$ cat config.mk
export PLATFORM = sky130hd
export DESIGN_NAME = lcd_shadow_delta_writer
export DESIGN_NICKNAME = d
export VERILOG_FILES = /design/src/rtl/lsdw_pkg.sv /design/src/rtl/lsdw_apb_regs.sv /design/src/rtl/lsdw_shadow_mem.sv /design/src/rtl/lsdw_result_buf.sv /design/src/rtl/lcd_shadow_delta_writer.sv
export SDC_FILE = /design/constraint.sdc
export NUM_CORES = 1
export LEC_CHECK = 0
export BUFFER_PORTS_ARGS = -buffer_cell sky130_fd_sc_hd__buf_2
export CELL_PAD_IN_SITES_DETAIL_PLACEMENT = 0
export CELL_PAD_IN_SITES_GLOBAL_PLACEMENT = 1
export CORE_ASPECT_RATIO = 1.5
export CORE_MARGIN = 10
export CORE_UTILIZATION = 49
export DETAILED_ROUTE_END_ITERATION = 16
export PLACE_DENSITY_LB_ADDON = 0.12
export SLEW_MARGIN = 15
export SYNTH_ARGS = -nofsm -noshare
export SYNTH_HDL_FRONTEND = slang
export SYNTH_SLANG_ARGS = --single-unit
$ cat constraint.sdc
create_clock -name aclk -period 3.5 [get_ports aclk]
set_clock_uncertainty 0.05 [all_clocks]
set_input_delay 0.35 -clock aclk [delete_from_list [all_inputs] [get_ports aclk]]
set_output_delay 0.35 -clock aclk [all_outputs]
set_load 0.005 [all_outputs]
$ cat src/rtl/lsdw_pkg.sv
// ----------------------------------------------------------------------------
// lsdw_pkg
// Shared constants and types of the LCD shadow delta writer: screen geometry,
// display command codes, register map and the structs passed between modules.
// ----------------------------------------------------------------------------
package lsdw_pkg;

    // Screen geometry
    localparam int COLUMNS      = 20;
    localparam int LINES        = 4;
    localparam int SHADOW_DEPTH = COLUMNS * LINES;
    localparam int IDX_W        = (SHADOW_DEPTH > 1) ? $clog2(SHADOW_DEPTH) : 1;

    // Field widths
    localparam int FIELD_W = 8;
    localparam int ADDR_W  = 7;
    localparam int CALC_W  = 16;

    // Display controller codes
    localparam logic [FIELD_W-1:0] SPACE_CODE  = 8'h20;
    localparam logic [FIELD_W-1:0] SET_ADDRESS = 8'h80;

    // Register map (word addressed through paddr[APB_ADDR_W-1:2])
    localparam int               APB_ADDR_W    = 3;
    localparam int               APB_DATA_W    = 32;
    localparam logic             REG_LINE_STRIDE = 1'b0;
    localparam logic [ADDR_W-1:0] STRIDE_RESET = 7'd32;

    // Shadow store write transaction
    typedef struct packed {
        logic             en;
        logic [IDX_W-1:0] idx;
        logic [FIELD_W-1:0] data;
    } shadow_wr_t;

    // One result for the display controller
    typedef struct packed {
        logic               is_data;
        logic [FIELD_W-1:0] lcd_byte;
        logic               last;
    } result_t;

endpackage

$ cat src/rtl/lsdw_apb_regs.sv
// ----------------------------------------------------------------------------
// lsdw_apb_regs
// APB register block holding the line stride of the display address map.
// ----------------------------------------------------------------------------
module lsdw_apb_regs (
    input  logic                                 aclk,
    input  logic                                 aresetn,
    input  logic                                 psel,
    input  logic                                 penable,
    input  logic                                 pwrite,
    input  logic [lsdw_pkg::APB_ADDR_W-1:0]      paddr,
    input  logic [lsdw_pkg::APB_DATA_W-1:0]      pwdata,
    output logic [lsdw_pkg::APB_DATA_W-1:0]      prdata,
    output logic                                 pready,
    output logic [lsdw_pkg::ADDR_W-1:0]          line_stride
);
    import lsdw_pkg::*;

    logic [ADDR_W-1:0] stride_reg;
    logic [ADDR_W-1:0] stride_next;
    logic              wr_strobe;

    assign pready      = 1'b1;
    assign wr_strobe   = psel & penable & pwrite & pready;
    assign line_stride = stride_reg;

    // Decode the write
    always_comb begin
        stride_next = stride_reg;
        if (wr_strobe) begin
            unique case (paddr[APB_ADDR_W-1:2])
                REG_LINE_STRIDE: stride_next = pwdata[ADDR_W-1:0];
                default:         stride_next = stride_reg;
            endcase
        end
    end

    always_ff @(posedge aclk) begin
        if (!aresetn) begin
            stride_reg <= STRIDE_RESET;
        end else begin
            stride_reg <= stride_next;
        end
    end

    // Read back
    always_comb begin
        unique case (paddr[APB_ADDR_W-1:2])
            REG_LINE_STRIDE: prdata = {{(APB_DATA_W-ADDR_W){1'b0}}, stride_reg};
            default:         prdata = '0;
        endcase
    end

endmodule

$ cat src/rtl/lsdw_shadow_mem.sv
// ----------------------------------------------------------------------------
// lsdw_shadow_mem
// Screen shadow store: synchronous memory with registered read, per-entry valid bits
// (unwritten entries read as a space) and forwarding of a same-edge write.
// ----------------------------------------------------------------------------
module lsdw_shadow_mem (
    input  logic                           aclk,
    input  logic                           aresetn,
    input  logic                           rd_en,
    input  logic [lsdw_pkg::IDX_W-1:0]     rd_idx,
    output logic [lsdw_pkg::FIELD_W-1:0]   rd_data,
    input  lsdw_pkg::shadow_wr_t           wr
);
    import lsdw_pkg::*;

    logic [FIELD_W-1:0]      mem [SHADOW_DEPTH];
    logic [SHADOW_DEPTH-1:0] valid_reg;
    logic [FIELD_W-1:0]      mem_q_reg;
    logic                    valid_q_reg;
    logic                    fwd_hit_reg;
    logic [FIELD_W-1:0]      fwd_data_reg;

    // Write port
    always_ff @(posedge aclk) begin
        if (wr.en) begin
            mem[wr.idx] <= wr.data;
        end
    end

    // Valid bits, cleared at reset
    always_ff @(posedge aclk) begin
        if (!aresetn) begin
            valid_reg <= '0;
        end else if (wr.en) begin
            valid_reg[wr.idx] <= 1'b1;
        end
    end

    // Registered read; catch a write to the same entry on the same edge
    always_ff @(posedge aclk) begin
        if (rd_en) begin
            mem_q_reg    <= mem[rd_idx];
            fwd_data_reg <= wr.data;
        end
    end

    always_ff @(posedge aclk) begin
        if (!aresetn) begin
            valid_q_reg <= 1'b0;
            fwd_hit_reg <= 1'b0;
        end else if (rd_en) begin
            valid_q_reg <= valid_reg[rd_idx];
            fwd_hit_reg <= wr.en && (wr.idx == rd_idx);
        end
    end

    // Resolve the entry value
    assign rd_data = fwd_hit_reg ? fwd_data_reg
                   : (valid_q_reg ? mem_q_reg : SPACE_CODE);

endmodule

$ cat src/rtl/lsdw_result_buf.sv
// ----------------------------------------------------------------------------
// lsdw_result_buf
// Two-entry result buffer that drives the output stream: loads the one or two
// results of an item at once and hands them out one per transaction.
// ----------------------------------------------------------------------------
module lsdw_result_buf (
    input  logic                          aclk,
    input  logic                          aresetn,
    input  logic                          load,
    input  logic                          load_two,
    input  lsdw_pkg::result_t             res_first,
    input  lsdw_pkg::result_t             res_second,
    output logic                          can_load,
    output logic                          m_tvalid,
    input  logic                          m_tready,
    output logic [lsdw_pkg::FIELD_W-1:0]  m_tdata,   // [7:0] lcd_byte
    output logic [0:0]                    m_tuser,   // [0] is_data
    output logic                          m_tlast
);
    import lsdw_pkg::*;

    logic [1:0] cnt_reg;
    logic [1:0] cnt_next;
    result_t    head_reg;
    result_t    head_next;
    result_t    tail_reg;
    result_t    tail_next;
    logic       pop;

    assign pop      = m_tvalid & m_tready;
    assign can_load = (cnt_reg == 2'd0) || ((cnt_reg == 2'd1) && pop);

    // Advance the buffer
    always_comb begin
        cnt_next  = cnt_reg;
        head_next = head_reg;
        tail_next = tail_reg;
        if (pop) begin
            cnt_next  = cnt_reg - 2'd1;
            head_next = tail_reg;
        end
        if (load) begin
            if (load_two) begin
                cnt_next  = 2'd2;
                head_next = res_first;
                tail_next = res_second;
            end else begin
                cnt_next  = 2'd1;
                head_next = res_first;
            end
        end
    end

    always_ff @(posedge aclk) begin
        if (!aresetn) begin
            cnt_reg <= 2'd0;
        end else begin
            cnt_reg <= cnt_next;
        end
    end

    always_ff @(posedge aclk) begin
        head_reg <= head_next;
        tail_reg <= tail_next;
    end

    assign m_tvalid   = (cnt_reg != 2'd0);
    assign m_tdata    = head_reg.lcd_byte;
    assign m_tuser[0] = head_reg.is_data;
    assign m_tlast    = head_reg.last;

    // Checks
    a_cnt_range: assert property (@(posedge aclk) disable iff (!aresetn)
        cnt_reg != 2'd3)
        else $error("result buffer count out of range");

    a_cmd_not_last: assert property (@(posedge aclk) disable iff (!aresetn)
        (m_tvalid && !m_tuser[0]) |-> (!m_tlast && cnt_reg == 2'd2))
        else $error("command byte without data byte behind it");

    a_data_after_cmd: assert property (@(posedge aclk) disable iff (!aresetn)
        (cnt_reg == 2'd2 && m_tready) |=> (m_tvalid && m_tuser[0] && m_tlast))
        else $error("data byte did not follow command byte");

endmodule

$ cat src/rtl/lcd_shadow_delta_writer.sv
// ----------------------------------------------------------------------------
// lcd_shadow_delta_writer
// Sends to a character LCD only the characters that differ from a shadow copy
// of the screen, each run of changed characters opened by a set-address
// command.
// ----------------------------------------------------------------------------
// Each character transaction carries column, line and code; end_of_write
// rides on s_tlast. The block accepts one character per cycle and gives out
// one byte per cycle while the output stream is not stalled; a changed
// character waits in the compare stage until the result buffer can take its
// bytes. A changed character that opens a run costs two output transactions
// (command on m_tuser = 0, then data on m_tuser = 1), a changed character
// inside a run costs one, and a matching or off-screen character costs none,
// so sustained rate is set by the output stream. The first byte of a
// character passes the shadow read and compare stage registers, loaded at
// the accepting edge, and then the result buffer, which the compare loads
// once the buffer can take the results. The shadow is a single-port-write,
// one-read memory; a character following directly behind a write to the same
// place sees the new value through a forwarding path. The shadow reads as all
// spaces right after reset with no clearing pass. line_stride (register 0)
// must only be written while the block is idle.
// ----------------------------------------------------------------------------
module lcd_shadow_delta_writer (
    input  logic                                 aclk,
    input  logic                                 aresetn,
    // APB configuration
    input  logic                                 psel,
    input  logic                                 penable,
    input  logic                                 pwrite,
    input  logic [lsdw_pkg::APB_ADDR_W-1:0]      paddr,
    input  logic [lsdw_pkg::APB_DATA_W-1:0]      pwdata,
    output logic [lsdw_pkg::APB_DATA_W-1:0]      prdata,
    output logic                                 pready,
    // character stream
    input  logic                                 s_tvalid,
    output logic                                 s_tready,
    input  logic [3*lsdw_pkg::FIELD_W-1:0]       s_tdata,  // [7:0] column, [15:8] line,
                                                           // [23:16] char_code
    input  logic                                 s_tlast,  // end_of_write
    // display byte stream
    output logic                                 m_tvalid,
    input  logic                                 m_tready,
    output logic [lsdw_pkg::FIELD_W-1:0]         m_tdata,  // [7:0] lcd_byte
    output logic [0:0]                           m_tuser,  // [0] is_data
    output logic                                 m_tlast   // last
);
    import lsdw_pkg::*;

    logic [ADDR_W-1:0]  line_stride;
    logic [FIELD_W-1:0] in_column;
    logic [FIELD_W-1:0] in_line;
    logic [FIELD_W-1:0] in_code;
    logic               in_accept;
    logic               in_range;
    logic [CALC_W-1:0]  idx_full;
    logic [CALC_W-1:0]  addr_full;

    logic               s1_valid_reg;
    logic               s1_range_reg;
    logic [IDX_W-1:0]   s1_idx_reg;
    logic [FIELD_W-1:0] s1_code_reg;
    logic               s1_end_reg;
    logic [ADDR_W-1:0]  s1_addr_reg;
    logic               run_open_reg;
    logic               run_open_next;

    logic [FIELD_W-1:0] shadow_val;
    logic               differ;
    logic               need_cmd;
    logic               s1_fire;
    logic               can_load;
    shadow_wr_t         shadow_wr;
    result_t            res_first;
    result_t            res_second;

    // Configuration registers
    lsdw_apb_regs u_regs (
        .aclk        (aclk),
        .aresetn     (aresetn),
        .psel        (psel),
        .penable     (penable),
        .pwrite      (pwrite),
        .paddr       (paddr),
        .pwdata      (pwdata),
        .prdata      (prdata),
        .pready      (pready),
        .line_stride (line_stride)
    );

    // Unpack the input and compute shadow index and display address
    assign in_column = s_tdata[FIELD_W-1:0];
    assign in_line   = s_tdata[2*FIELD_W-1:FIELD_W];
    assign in_code   = s_tdata[3*FIELD_W-1:2*FIELD_W];
    assign in_accept = s_tvalid & s_tready;
    assign in_range  = ({8'd0, in_column} < CALC_W'(COLUMNS))
                    && ({8'd0, in_line} < CALC_W'(LINES));
    assign idx_full  = CALC_W'(in_line) * CALC_W'(COLUMNS) + CALC_W'(in_column);
    assign addr_full = CALC_W'(in_line) * CALC_W'(line_stride) + CALC_W'(in_column);

    // Take a new character while the compare stage is empty or moving on
    assign s_tready = !s1_valid_reg || s1_fire;

    always_ff @(posedge aclk) begin
        if (!aresetn) begin
            s1_valid_reg <= 1'b0;
        end else if (s_tready) begin
            s1_valid_reg <= s_tvalid;
        end
    end

    always_ff @(posedge aclk) begin
        if (in_accept) begin
            s1_range_reg <= in_range;
            s1_idx_reg   <= idx_full[IDX_W-1:0];
            s1_code_reg  <= in_code;
            s1_end_reg   <= s_tlast;
            s1_addr_reg  <= addr_full[ADDR_W-1:0];
        end
    end

    // Shadow store
    lsdw_shadow_mem u_shadow (
        .aclk    (aclk),
        .aresetn (aresetn),
        .rd_en   (in_accept),
        .rd_idx  (idx_full[IDX_W-1:0]),
        .rd_data (shadow_val),
        .wr      (shadow_wr)
    );

    // Compare and decide the results
    assign differ   = s1_range_reg && (shadow_val != s1_code_reg);
    assign need_cmd = differ && !run_open_reg;
    assign s1_fire  = s1_valid_reg && (!differ || can_load);

    assign shadow_wr.en   = s1_fire && differ;
    assign shadow_wr.idx  = s1_idx_reg;
    assign shadow_wr.data = s1_code_reg;

    always_comb begin
        res_first  = '{is_data: 1'b1, lcd_byte: s1_code_reg, last: 1'b1};
        res_second = '{is_data: 1'b1, lcd_byte: s1_code_reg, last: 1'b1};
        if (need_cmd) begin
            res_first = '{is_data: 1'b0, lcd_byte: SET_ADDRESS | {1'b0, s1_addr_reg},
                          last: 1'b0};
        end
    end

    // Track the open address run
    always_comb begin
        run_open_next = run_open_reg;
        if (s1_fire) begin
            run_open_next = differ && !s1_end_reg;
        end
    end

    always_ff @(posedge aclk) begin
        if (!aresetn) begin
            run_open_reg <= 1'b0;
        end else begin
            run_open_reg <= run_open_next;
        end
    end

    // Output buffer
    lsdw_result_buf u_out (
        .aclk       (aclk),
        .aresetn    (aresetn),
        .load       (shadow_wr.en),
        .load_two   (need_cmd),
        .res_first  (res_first),
        .res_second (res_second),
        .can_load   (can_load),
        .m_tvalid   (m_tvalid),
        .m_tready   (m_tready),
        .m_tdata    (m_tdata),
        .m_tuser    (m_tuser),
        .m_tlast    (m_tlast)
    );

    // Checks
    a_end_closes_run: assert property (@(posedge aclk) disable iff (!aresetn)
        (s1_fire && s1_end_reg) |=> !run_open_reg)
        else $error("address run still open after end of write");

    a_skip_closes_run: assert property (@(posedge aclk) disable iff (!aresetn)
        (s1_fire && !differ) |=> !run_open_reg)
        else $error("address run open after skipped character");

    a_write_in_range: assert property (@(posedge aclk) disable iff (!aresetn)
        shadow_wr.en |-> (s1_range_reg && s1_valid_reg))
        else $error("shadow written for an off-screen character");

endmodule

; ---- Word-level counts from Yosys, hierarchy flattened
; Memory sizes are Yosys's and may differ from the RTL's. A register that Yosys moved wholly into a read port is not among the register bits.
; Index checks and enable logic that the tools add are counted.
; W data, S select, Z words.
[totals]
out_inout_bits = 45
memories = 1
ff_bits = 143
ram_bits = 640
[mem_list]
columns = memory, words, width, read_ports, rd_ports_with_merged_regs, write_ports, line
row1 = u_shadow.mem, 80, 8, 1, 1, 1, lsdw_shadow_mem.sv:16  ; logic [FIELD_W-1:0] mem [SHADOW_DEPTH];
[classes]
mul = 2
n_addsub = 3
n_reduce_logical = 21
eq_ne = 3
n_lt_le_gt_ge = 5
muxes = 15
n_bitwise = 6
[ops]
columns = op, count
row1 = $or A80 B80 Y80, 1
row2 = $mux W10, 3
row3 = $lt A7 B8 Y1 const B, 2
row4 = $mux W8, 2
row5 = $add A7 B7 Y7, 2
row6 = $logic_and A1 B1 Y1, 9
row7 = $lt A8 B3 Y1 const B, 1
row8 = $lt A8 B5 Y1 const B, 1
row9 = $mul A8 B3 Y5 const B, 1
row10 = $mul A8 B7 Y7, 1
row11 = $ne A8 B8 Y1, 1
row12 = $bmux W1 S7, 1
row13 = $demux W1 S7, 1
row14 = $eq A7 B7 Y1, 1
row15 = $ge A7 B1 Y1 const B, 1
row16 = $mux W7, 1
row17 = $mux W2, 3
row18 = $and A1 B1 Y1, 4
row19 = $logic_not A1 Y1, 4
row20 = $mux W1, 4
row21 = $reduce_and A2 Y1, 2
row22 = $reduce_bool A2 Y1, 2
row23 = $logic_or A1 B1 Y1, 3
row24 = $eq A2 B1 Y1 const B, 1
row25 = other kinds (3), 3

; ---- Logic depth before layout (Yosys ltp)
; Gate-level depths: netlist of run 1.
[depth]
ltp_word = 10
mapped_depth = 14
depth_no_buf = 14

; ---- Modules after synthesis
; From an unflattened synthesis of run 1, not the netlist that was laid out.
[unflattened]
cells_unflattened = 1759
area_unflattened_um2 = 32332.3
[by_module_without_submodules]
columns = module, instances, cells_each, seq_area_each_um2, area_per_inst_um2
row1 = lsdw_shadow_mem, 1, 1447, 21340.5, 28663.7
row2 = lcd_shadow_delta_writer, 1, 195, 760.7, 2199.6
row3 = lsdw_result_buf, 1, 51, 640.6, 912.1
row4 = lsdw_apb_regs, 1, 66, 140.1, 556.8

; ---- Worst setup path before layout of run 1
; Ideal clock, no wire load.
[synth_timing]
path_kind = register -> register
from = register s1_code_reg[2]
to = register s1_addr_reg[0], enable pin
setup_time_ns = 0.395
n_path_buf = 0
path_slack_ns = -0.209
synth_period_minus_slack_ns = 3.709
arrival_time_ns = 3.264
path_stages_with_launch = 7
cell_sequence = edfxtp_1 and3_1 a31oi_1 a2111oi_4 a31o_2 o21ai_0 inv_1
[synth_via]
elab_chain_len = 7
[synth_rtl]
columns = element, line
row1 = "start, declared", lcd_shadow_delta_writer.sv:61  ; logic [FIELD_W-1:0] s1_code_reg;
row2 = "start signal, assigned", lcd_shadow_delta_writer.sv:115  ; s1_code_reg <= in_code;
row3 = $ne A8 B8 Y1, lcd_shadow_delta_writer.sv:132  ; assign differ = s1_range_reg && (shadow_val != s1_code_reg);
row4 = $logic_and A1 B1 Y1, lcd_shadow_delta_writer.sv:132
row5 = $logic_not A1 Y1, lcd_shadow_delta_writer.sv:134  ; assign s1_fire = s1_valid_reg && (!differ || can_load);
row6 = $logic_or A1 B1 Y1, lcd_shadow_delta_writer.sv:134
row7 = $logic_and A1 B1 Y1, lcd_shadow_delta_writer.sv:134
row8 = $logic_or A1 B1 Y1, lcd_shadow_delta_writer.sv:101  ; assign s_tready = !s1_valid_reg || s1_fire;
row9 = $and A1 B1 Y1, lcd_shadow_delta_writer.sv:94  ; assign in_accept = s_tvalid & s_tready;
row10 = via in_accept, lcd_shadow_delta_writer.sv:53  ; logic in_accept;
row11 = "end signal, assigned", lcd_shadow_delta_writer.sv:117  ; s1_addr_reg <= addr_full[ADDR_W-1:0];
row12 = "end, declared", lcd_shadow_delta_writer.sv:63  ; logic [ADDR_W-1:0] s1_addr_reg;
; The timed path passes the listed nets, and every way through them passes these cells.
; A chain may end at the register's enable or synchronous reset.

; ---- Worst setup path after layout of run 1
[layout_timing]
from = register u_regs.stride_reg[1], in the netlist u_regs.line_stride[1]
to = register s1_addr_reg[6] (data pin)
[layout_via]
elab_chain_len = 2
[layout_rtl]
columns = element, line
row1 = "start, declared", lsdw_apb_regs.sv:19  ; logic [ADDR_W-1:0] stride_reg;
row2 = "start signal, assigned", lsdw_apb_regs.sv:42  ; stride_reg <= stride_next;
row3 = $mul A8 B7 Y7, lcd_shadow_delta_writer.sv:98  ; assign addr_full = CALC_W'(in_line) * CALC_W'(line_stride) + CALC_W'(in_column);
row4 = $add A7 B7 Y7, lcd_shadow_delta_writer.sv:98
row5 = via addr_full[6], lcd_shadow_delta_writer.sv:56  ; logic [CALC_W-1:0] addr_full;
; The timed path passes the listed nets, and every way through them passes these cells.

==> results of run 1 <==
-- timing repair --
action,CTS,global route
endpoints found under the setup margin,1,2
buffers inserted,0,4
gates resized for setup,7,16
hold endpoints to repair,18,0
gates cloned,0,0
hold buffers,19,0
pin swaps,2,16
-- cell families (layout without fill, tap and decap cells) --
group | count (synthesis) | after routing
AND/OR/NAND/NOR | 315 | 315
multiplexers | 252 | 252
AO/OA/AOI/OAI | 166 | 166
buffers and inverters | 165 | 370
XOR/XNOR | 30 | 30
adder cells (fa/ha/maj) | 38 | 38
flip-flops | 790 | 790
other | 2 | 26
-- final cells by class --
cell class / instances / area share
Sequential cell: 790 / 0.621
Multi-Input combinational cell: 827 / 0.236
Clock buffer: 90 / 0.0552
Timing Repair Buffer: 191 / 0.0416
Tap cell: 870 / 0.0296
Clock inverter: 48 / 0.0128
Inverter: 41 / 0.00429
-- worst max-delay path: cells and delay by family, from the launching register on --
| family | cells | cell delay, ps |
|---|---|---|
| buffers and inverters | 4 | 250 |
| AND/OR/NAND/NOR | 1 | 40 |
| adder cells (fa/ha/maj) | 5 | 2110 |
| flip-flops | 1 | 380 |
| AO/OA/AOI/OAI | 1 | 50 |
| XOR/XNOR | 2 | 260 |
-- where the power goes --
part | internal [W] | total [W] | switching, W
clock network | 0.00481 | 0.00832 | 0.00351
registers | 0.0104 | 0.0105 | 0.0000760
logic | 0.000791 | 0.00194 | 0.00115
total | 0.0160 | 0.0207 | 0.00473
-- layout by cell type (no fill, tap or decap), drive strengths merged, types with 26 or more instances in the layout --
cell      n
edfxtp  697
mux4    214
buf     172
nand2   132
nor2    105
dfxtp    93
clkbuf   90
o21ai    87
inv      41
mux2i    38
clkinv   31
conb     26
-- worst max-delay path by stage --
stage | depth (start not counted) | slack (ps) | to
2_1_floorplan | 13 | 0.9 | s1_addr_reg[6]
3_3_place_gp | 13 | -160 | s1_addr_reg[6]
3_5_place_dp | 13 | -160 | s1_addr_reg[6]
4_1_cts | 14 | 0.6 | s1_addr_reg[6]
5_1_grt | 13 | -6 | s1_addr_reg[6]
6_report | 13 | 110 | s1_addr_reg[6]
-- stage by stage --
step                      std cells  hold WS, ps  total power (W)   util  worst slack [ps]
final                          2857          196           0.0207  0.567               109
after global routing           2857          228           0.0214  0.567             -5.92
after CTS                      2853          179           0.0209  0.566             0.624
after detailed placement       2696          392           0.0126  0.524              -163
after global placement         2696          378           0.0126  0.524              -159
after floorplan                1782          370           0.0118      -             0.928
-- metal layers --
layer / vias up / track usage
met3: 117 / 0.0273
met5: - / 0
li1: 7221 / -
met4: 0 / 0.0781
met1: 8560 / 0.243
met2: 490 / 0.367
==> impl_metrics.prom, run 1 <==
# TYPE chip_impl_metric gauge
chip_impl_metric{name="clk_pin_slew",unit="ps"} 70
chip_impl_metric{name="f_max",unit="GHz"} 0.295
chip_impl_info{name="synth_top_cell_by_area",value="sky130_fd_sc_hd__edfxtp_1"} 1
chip_impl_metric{name="post_dp_cell_area",unit="um2"} 34000
chip_impl_metric{name="synth_sequential_area_ratio",unit=""} 0.710
chip_impl_info{name="run_status",value="finished clean"} 1
chip_impl_metric{name="drt_iter0_markers",unit=""} 1431
chip_impl_info{name="worstReg2RegStart",value="u_regs.line_stride[1]"} 1
chip_impl_metric{name="fp.dieW",unit="um"} 229
chip_impl_metric{name="worst_ir_drop_vdd",unit="V"} 0.000464
chip_impl_metric{name="place.detailed.hpwl",unit="um"} 50400
chip_impl_metric{name="finalWorstPathRequiredPeriod",unit="ps"} 3390
chip_impl_metric{name="die_area",unit="um2"} 76400
chip_impl_metric{name="nNetsFinal",unit=""} 2031
chip_impl_info{name="most_common_cell_in_the_synthesized_netlist",value="sky130_fd_sc_hd__edfxtp_1"} 1
chip_impl_metric{name="post_synth_edffs",unit=""} 697
chip_impl_metric{name="timing.max_cap.violations",unit=""} 0
chip_impl_metric{name="grt_use_total",unit=""} 0.203
chip_impl_info{name="crit_path_cell_trace",value="buf_6, nand2_4, fa_1, inv_1, ha_1, inv_2, fa_1, fa_2, inv_2, ha_4, a21oi_2, xnor2_1, xnor2_1"} 1
chip_impl_metric{name="io_pins",unit=""} 112
chip_impl_metric{name="cp.required",unit="ps"} 3810
chip_impl_metric{name="num_cts_buffers",unit=""} 75
chip_impl_metric{name="totalNegativeSetupSlack",unit="ps"} 0
chip_impl_metric{name="max_slew.worst_pin.slew",unit="ps"} 1080
chip_impl_metric{name="slowest_delay",unit="ps"} 560
chip_impl_metric{name="clock_sink_count",unit=""} 790
chip_impl_metric{name="met1_wire_length",unit="um"} 29300
chip_impl_metric{name="largest_reg_flops",unit=""} 640
chip_impl_metric{name="grt_pass1_wl",unit="um"} 115000
chip_impl_info{name="synthTopCellsByCount",value="697 x sky130_fd_sc_hd__edfxtp_1, 214 x sky130_fd_sc_hd__mux4_2, 132 x sky130_fd_sc_hd__nand2_1"} 1
chip_impl_metric{name="firstDrtPassIters",unit=""} 6
chip_impl_metric{name="bufs_on_longest_clock_path",unit=""} 3
chip_impl_metric{name="post_synth_inst_count",unit=""} 1758
chip_impl_metric{name="synthesis.area",unit="um2"} 32100
chip_impl_metric{name="synth-compound-area-share",unit=""} 0.0319
chip_impl_metric{name="number_of_antenna_violations_at_the_first_check_in_global_routing",unit=""} 0
chip_impl_metric{name="first_global_vias",unit=""} 17200
chip_impl_metric{name="routed-wl-met3",unit="um"} 3690
chip_impl_info{name="grt_setup_unrepaired",value="true"} 1
chip_impl_info{name="hold_path.startpoint",value="m_tready"} 1
chip_impl_metric{name="final-max-slew-violation-count",unit=""} 0
chip_impl_metric{name="p_leak",unit="nW"} 12.1
chip_impl_metric{name="drc",unit=""} 0
chip_impl_metric{name="post_synth_num_cell_types",unit=""} 58
chip_impl_info{name="timing.setup.critical_path_class",value="flop to flop"} 1
chip_impl_info{name="cts.root.buffer_cell",value="sky130_fd_sc_hd__clkbuf_16"} 1
chip_impl_metric{name="initial_utilization",unit=""} 0.496
chip_impl_metric{name="flow.area_growth_from_synthesis",unit="%"} 14.4
chip_impl_info{name="worstHoldPathType",value="input pin to flop"} 1
chip_impl_metric{name="synth_async_sr_flop_share",unit=""} 0
chip_impl_metric{name="avgViaCountPerCell",unit=""} 5.74
chip_impl_metric{name="xor_xnor_fraction_of_synth_area",unit=""} 0.00919
chip_impl_metric{name="crit_fanout",unit=""} 5
chip_impl_info{name="cts_tree",value="built"} 1
chip_impl_info{name="startpoint_type",value="flop"} 1
chip_impl_info{name="timing.critical_path.slowest_stage_cell",value="sky130_fd_sc_hd__fa_2"} 1
chip_impl_metric{name="timing.final.hold_violations",unit=""} 0
chip_impl_metric{name="ff_to_ff_path_depth",unit=""} 13
chip_impl_info{name="largest_family_of_logic_cells_by_synthesized_area",value="multiplexers"} 1
chip_impl_metric{name="buffer_ports.inserted",unit=""} 58
chip_impl_metric{name="finalCritPeriodShare",unit=""} 0.969
chip_impl_metric{name="core_region_area",unit="um2"} 64800
chip_impl_info{name="worst_r2r_endpoint",value="s1_addr_reg[6]"} 1
chip_impl_metric{name="route.met2.wl",unit="um"} 41700
chip_impl_metric{name="route.antenna.remaining_nets",unit=""} 0
chip_impl_metric{name="drive_gt1_frac",unit=""} 0.267
chip_impl_metric{name="postSynthRegisterBits",unit=""} 790
chip_impl_metric{name="global_route.overflow_total",unit=""} 0
chip_impl_metric{name="die_height",unit="um"} 334
chip_impl_metric{name="yosys-mux-area-fraction",unit=""} 0.162
chip_impl_info{name="min_to",value="u_out.cnt_reg[0]"} 1
chip_impl_metric{name="maxSlewHeadroom",unit=""} 0.272
chip_impl_metric{name="largest_net_degree_at_the_start_of_global_routing",unit=""} 84
chip_impl_info{name="most_used_flip_flop_cell_after_synthesis",value="sky130_fd_sc_hd__edfxtp_1"} 1
chip_impl_metric{name="antenna_cells_inserted",unit=""} 0
chip_impl_info{name="synth_area_leaders",value="sky130_fd_sc_hd__edfxtp_1 65%, sky130_fd_sc_hd__mux4_2 15%, sky130_fd_sc_hd__dfxtp_1 5.8%"} 1
chip_impl_metric{name="netlist.area_leader.share",unit=""} 0.652
chip_impl_info{name="crit_path_start",value="u_regs.line_stride[1]"} 1
chip_impl_metric{name="worst-r2r-setup-slack",unit="ps"} 110
chip_impl_info{name="worstSetupEndpointType",value="flop"} 1
chip_impl_metric{name="worst_skew_pair.late_latency",unit="ps"} 630
chip_impl_metric{name="yosys.area_share.adder",unit=""} 0.0178
chip_impl_metric{name="multi_input_logic_area",unit="um2"} 8660
chip_impl_metric{name="synth_area_per_cell",unit="um2"} 18.3
chip_impl_metric{name="num-fill-cells",unit=""} 5082
chip_impl_metric{name="worst_ep_arrival_time",unit="ps"} 3700
chip_impl_metric{name="row_count",unit=""} 114
chip_impl_metric{name="total_via_count_after_detailed_routing",unit=""} 16400
chip_impl_metric{name="wl_per_cell",unit="um"} 26.9
chip_impl_metric{name="routabilityCongestion",unit=""} 0.838
chip_impl_metric{name="clock_tree.htree_level_count",unit=""} 3
chip_impl_metric{name="final_design_instance_area_without_fill",unit="um2"} 36700
chip_impl_metric{name="final_wirelength",unit="um"} 76900
chip_impl_metric{name="hold_path_depth",unit=""} 4
chip_impl_metric{name="register_area",unit="um2"} 22800
chip_impl_metric{name="synthesis.yosys.warnings",unit=""} 0
chip_impl_info{name="top_layer_in_use",value="met4"} 1
chip_impl_metric{name="pwr_density_cell",unit="nW/um2"} 564
chip_impl_metric{name="post_synth_and_or_nand_nor_area_fraction",unit=""} 0.0430
chip_impl_metric{name="final_report_setup_violation_count",unit=""} 0
Note: power is estimated with default switching activity, not from simulation.
==> inputs of run 2 (changes only) <==
CORE_UTILIZATION = 54   (was 49)
RECOVER_POWER = 50   (was not set)
clock period = 3.15 ns   (was 3.5 ns; I/O delays follow)
==> impl_metrics.prom, run 2 (synthesized netlist as in run 1, its figures left out) <==
# TYPE chip_impl_metric gauge
chip_impl_info{name="layout_common_cells",value="697 x sky130_fd_sc_hd__edfxtp_1, 214 x sky130_fd_sc_hd__mux4_2, 124 x sky130_fd_sc_hd__nand2_1"} 1
chip_impl_metric{name="netSwitchingFraction",unit=""} 0.226
chip_impl_metric{name="row_count",unit=""} 109
chip_impl_metric{name="ff_to_ff_path_depth",unit=""} 13
chip_impl_metric{name="post-route-util",unit=""} 0.628
chip_impl_metric{name="grt_use_total",unit=""} 0.219
chip_impl_metric{name="worst_slack_after_detailed_placement",unit="ps"} -283
chip_impl_info{name="cts.root.buffer_cell",value="sky130_fd_sc_hd__clkbuf_16"} 1
chip_impl_metric{name="core_region_area",unit="um2"} 58900
chip_impl_metric{name="final-max-slew-violation-count",unit=""} 79
chip_impl_metric{name="holdWs",unit="ps"} -0.410
chip_impl_metric{name="f_max",unit="GHz"} 0.298
chip_impl_metric{name="clock_tree.htree_level_count",unit=""} 3
chip_impl_metric{name="bufs_on_longest_clock_path",unit=""} 3
chip_impl_metric{name="route.antenna.remaining_nets",unit=""} 0
chip_impl_metric{name="global_route.overflow_total",unit=""} 0
chip_impl_info{name="min_to",value="s1_range_reg"} 1
chip_impl_metric{name="die_area",unit="um2"} 69800
chip_impl_metric{name="final_design_instance_area_without_fill",unit="um2"} 37000
chip_impl_metric{name="total_via_count_after_detailed_routing",unit=""} 16500
chip_impl_metric{name="num-fill-cells",unit=""} 4288
chip_impl_metric{name="timing.max_cap.violations",unit=""} 3
chip_impl_metric{name="io_pins",unit=""} 112
chip_impl_metric{name="finalCritPeriodShare",unit=""} 1.07
chip_impl_metric{name="die_height",unit="um"} 319
chip_impl_metric{name="drc",unit=""} 0
chip_impl_info{name="worstReg2RegStart",value="u_regs.line_stride[1]"} 1
chip_impl_info{name="grt_setup_unrepaired",value="true"} 1
chip_impl_metric{name="total_switching_power",unit="W"} 0.00513
chip_impl_metric{name="avgViaCountPerCell",unit=""} 5.95
chip_impl_metric{name="fp.dieW",unit="um"} 219
chip_impl_metric{name="worst_ep_arrival_time",unit="ps"} 3650
chip_impl_metric{name="worst-r2r-setup-slack",unit="ps"} -210
chip_impl_metric{name="power_report.internal_total",unit="W"} 0.0175
chip_impl_metric{name="largest_reg_flops",unit=""} 640
chip_impl_metric{name="pwr_density_cell",unit="nW/um2"} 613
chip_impl_metric{name="drive_gt1_frac",unit=""} 0.303
chip_impl_metric{name="antenna_cells_inserted",unit=""} 0
chip_impl_metric{name="sequential_share_of_power",unit=""} 0.513
chip_impl_metric{name="flow.area_growth_from_synthesis",unit="%"} 15.2
chip_impl_metric{name="crit_fanout",unit=""} 6
chip_impl_metric{name="first_global_vias",unit=""} 17200
chip_impl_metric{name="p_leak",unit="nW"} 12.1
chip_impl_metric{name="post_dp_cell_area",unit="um2"} 34300
chip_impl_metric{name="max_slew.worst_pin.slew",unit="ps"} 1660
chip_impl_info{name="startpoint_type",value="flop"} 1
chip_impl_metric{name="worst_ir_drop_vdd",unit="V"} 0.000481
chip_impl_metric{name="clk_pin_slew",unit="ps"} 70
chip_impl_metric{name="drt_iter0_markers",unit=""} 1374
chip_impl_metric{name="clock_sink_count",unit=""} 790
chip_impl_metric{name="power_frac_clock",unit=""} 0.391
chip_impl_metric{name="largest_net_degree_at_the_start_of_global_routing",unit=""} 84
chip_impl_info{name="hold_path.startpoint",value="s_tdata[7]"} 1
chip_impl_metric{name="register_area",unit="um2"} 22800
chip_impl_info{name="worstHoldPathType",value="input pin to flop"} 1
chip_impl_info{name="final_common_cell",value="sky130_fd_sc_hd__edfxtp_1"} 1
chip_impl_info{name="timing.setup.critical_path_class",value="flop to flop"} 1
chip_impl_metric{name="maxSlewHeadroom",unit=""} -0.108
chip_impl_info{name="cts_tree",value="built"} 1
chip_impl_metric{name="routabilityCongestion",unit=""} 0.831
chip_impl_info{name="worstSetupEndpointType",value="flop"} 1
chip_impl_metric{name="initial_utilization",unit=""} 0.545
chip_impl_metric{name="place.detailed.hpwl",unit="um"} 50000
chip_impl_info{name="worst_r2r_endpoint",value="s1_addr_reg[6]"} 1
chip_impl_metric{name="firstDrtPassIters",unit=""} 5
chip_impl_metric{name="cp.required",unit="ps"} 3440
chip_impl_metric{name="multi_input_logic_area",unit="um2"} 9020
chip_impl_metric{name="worst_skew_pair.late_latency",unit="ps"} 620
chip_impl_metric{name="final_report_setup_violation_count",unit=""} 2
chip_impl_metric{name="finalWorstPathRequiredPeriod",unit="ps"} 3360
chip_impl_metric{name="num_cts_buffers",unit=""} 72
chip_impl_metric{name="wl_per_cell",unit="um"} 27.0
chip_impl_metric{name="setup_ws",unit="ps"} -211
chip_impl_info{name="violations_in_the_final_reports",value="hold timing, capacitance limit, slew limit, setup timing"} 1
chip_impl_metric{name="number_of_antenna_violations_at_the_first_check_in_global_routing",unit=""} 0
chip_impl_metric{name="portion_of_total_power_attributed_to_combinational_logic",unit=""} 0.096
chip_impl_metric{name="buffer_ports.inserted",unit=""} 58
chip_impl_metric{name="hold_path_depth",unit=""} 2
chip_impl_metric{name="grt_pass1_wl",unit="um"} 113000
chip_impl_info{name="run_status",value="finished, violations left"} 1
chip_impl_metric{name="final_wirelength",unit="um"} 74900
chip_impl_metric{name="timing.final.hold_violations",unit=""} 1
chip_impl_metric{name="nNetsFinal",unit=""} 2045
-- run 2: cell types whose count changed in the layout (fill, tap and decap cells not counted), moves of 7 or more --
cell / delta
sky130_fd_sc_hd__buf_2: -12
sky130_fd_sc_hd__clkbuf_1: +23
sky130_fd_sc_hd__clkinv_2: -7
sky130_fd_sc_hd__nor2_1: -70
sky130_fd_sc_hd__nor2_2: +59
sky130_fd_sc_hd__nor2_4: +11
-- run 2: cell type report --
type	count	share of cell area
clock buffers	90	0.0528
well taps	777	0.0263
flip-flops and latches	790	0.616
repair buffers	208	0.0448
multi-input cells	827	0.244
inverters	41	0.00426
clock inverters	42	0.0116
-- run 2: how the worst max path moves through the flow --
stage / cells after the start / to / slack (ps) / start
2_1_floorplan: 6 / s1_addr_reg[0] / -110 / s1_code_reg[2]
3_3_place_gp: 14 / s1_addr_reg[6] / -280 / s_tdata[10]
3_5_place_dp: 13 / s1_addr_reg[6] / -280 / s_tdata[10]
4_1_cts: 12 / s1_addr_reg[6] / -220 / u_regs.line_stride[1]
5_1_grt: 14 / s1_addr_reg[6] / -340 / u_regs.line_stride[1]
6_report: 13 / s1_addr_reg[6] / -210 / u_regs.line_stride[1]
-- run 2: worst max-delay path, cell delays in order, from the launching register on --
cell	delay, ps
sky130_fd_sc_hd__dfxtp_4	410
sky130_fd_sc_hd__nand2_4	60
sky130_fd_sc_hd__fa_2	380
sky130_fd_sc_hd__fa_1	490
sky130_fd_sc_hd__inv_1	40
sky130_fd_sc_hd__ha_1	260
sky130_fd_sc_hd__inv_1	40
sky130_fd_sc_hd__fa_1	490
sky130_fd_sc_hd__inv_2	50
sky130_fd_sc_hd__ha_4	200
sky130_fd_sc_hd__a21o_1	220
sky130_fd_sc_hd__a21oi_4	170
sky130_fd_sc_hd__xnor2_2	130
sky130_fd_sc_hd__xnor2_1	90
-- run 2: what timing repair did --
item                                   CTS  global route
setup endpoints to repair                2           124
setup buffers                            1             1
gates resized for setup                 12            33
pin swaps                                9            17
gates cloned                             0             0
endpoints found under the hold margin   18             0
hold buffers                            18             0
-- run 2: per-layer routing --
layer	part of all wire	global-route usage	vias up
li1	-	-	7228
met1	0.38	0.263	8631
met2	0.54	0.386	505
met3	0.048	0.0316	140
met4	0.038	0.0906	0
met5	0	0	-
-- run 2: power groups by stage --
stage,Combinational (W),Clock [W],Sequential [W]
2_1_floorplan,0.00126,0,0.0119
3_3_place_gp,0.00214,0,0.0119
3_5_place_dp,0.00216,0,0.0119
4_1_cts,0.00219,0.00902,0.0116
5_1_grt,0.00233,0.00942,0.0116
6_report,0.00218,0.00886,0.0116
-- run 2: stage by stage --
step	power, W	TNS (ps)	std cells
final	0.0227	-267	2775
after global routing	0.0234	-522	2775
after CTS	0.0229	-262	2775
after detailed placement	0.0140	-1410	2625
after global placement	0.0140	-1340	2625
after floorplan	0.0131	-4370	1782
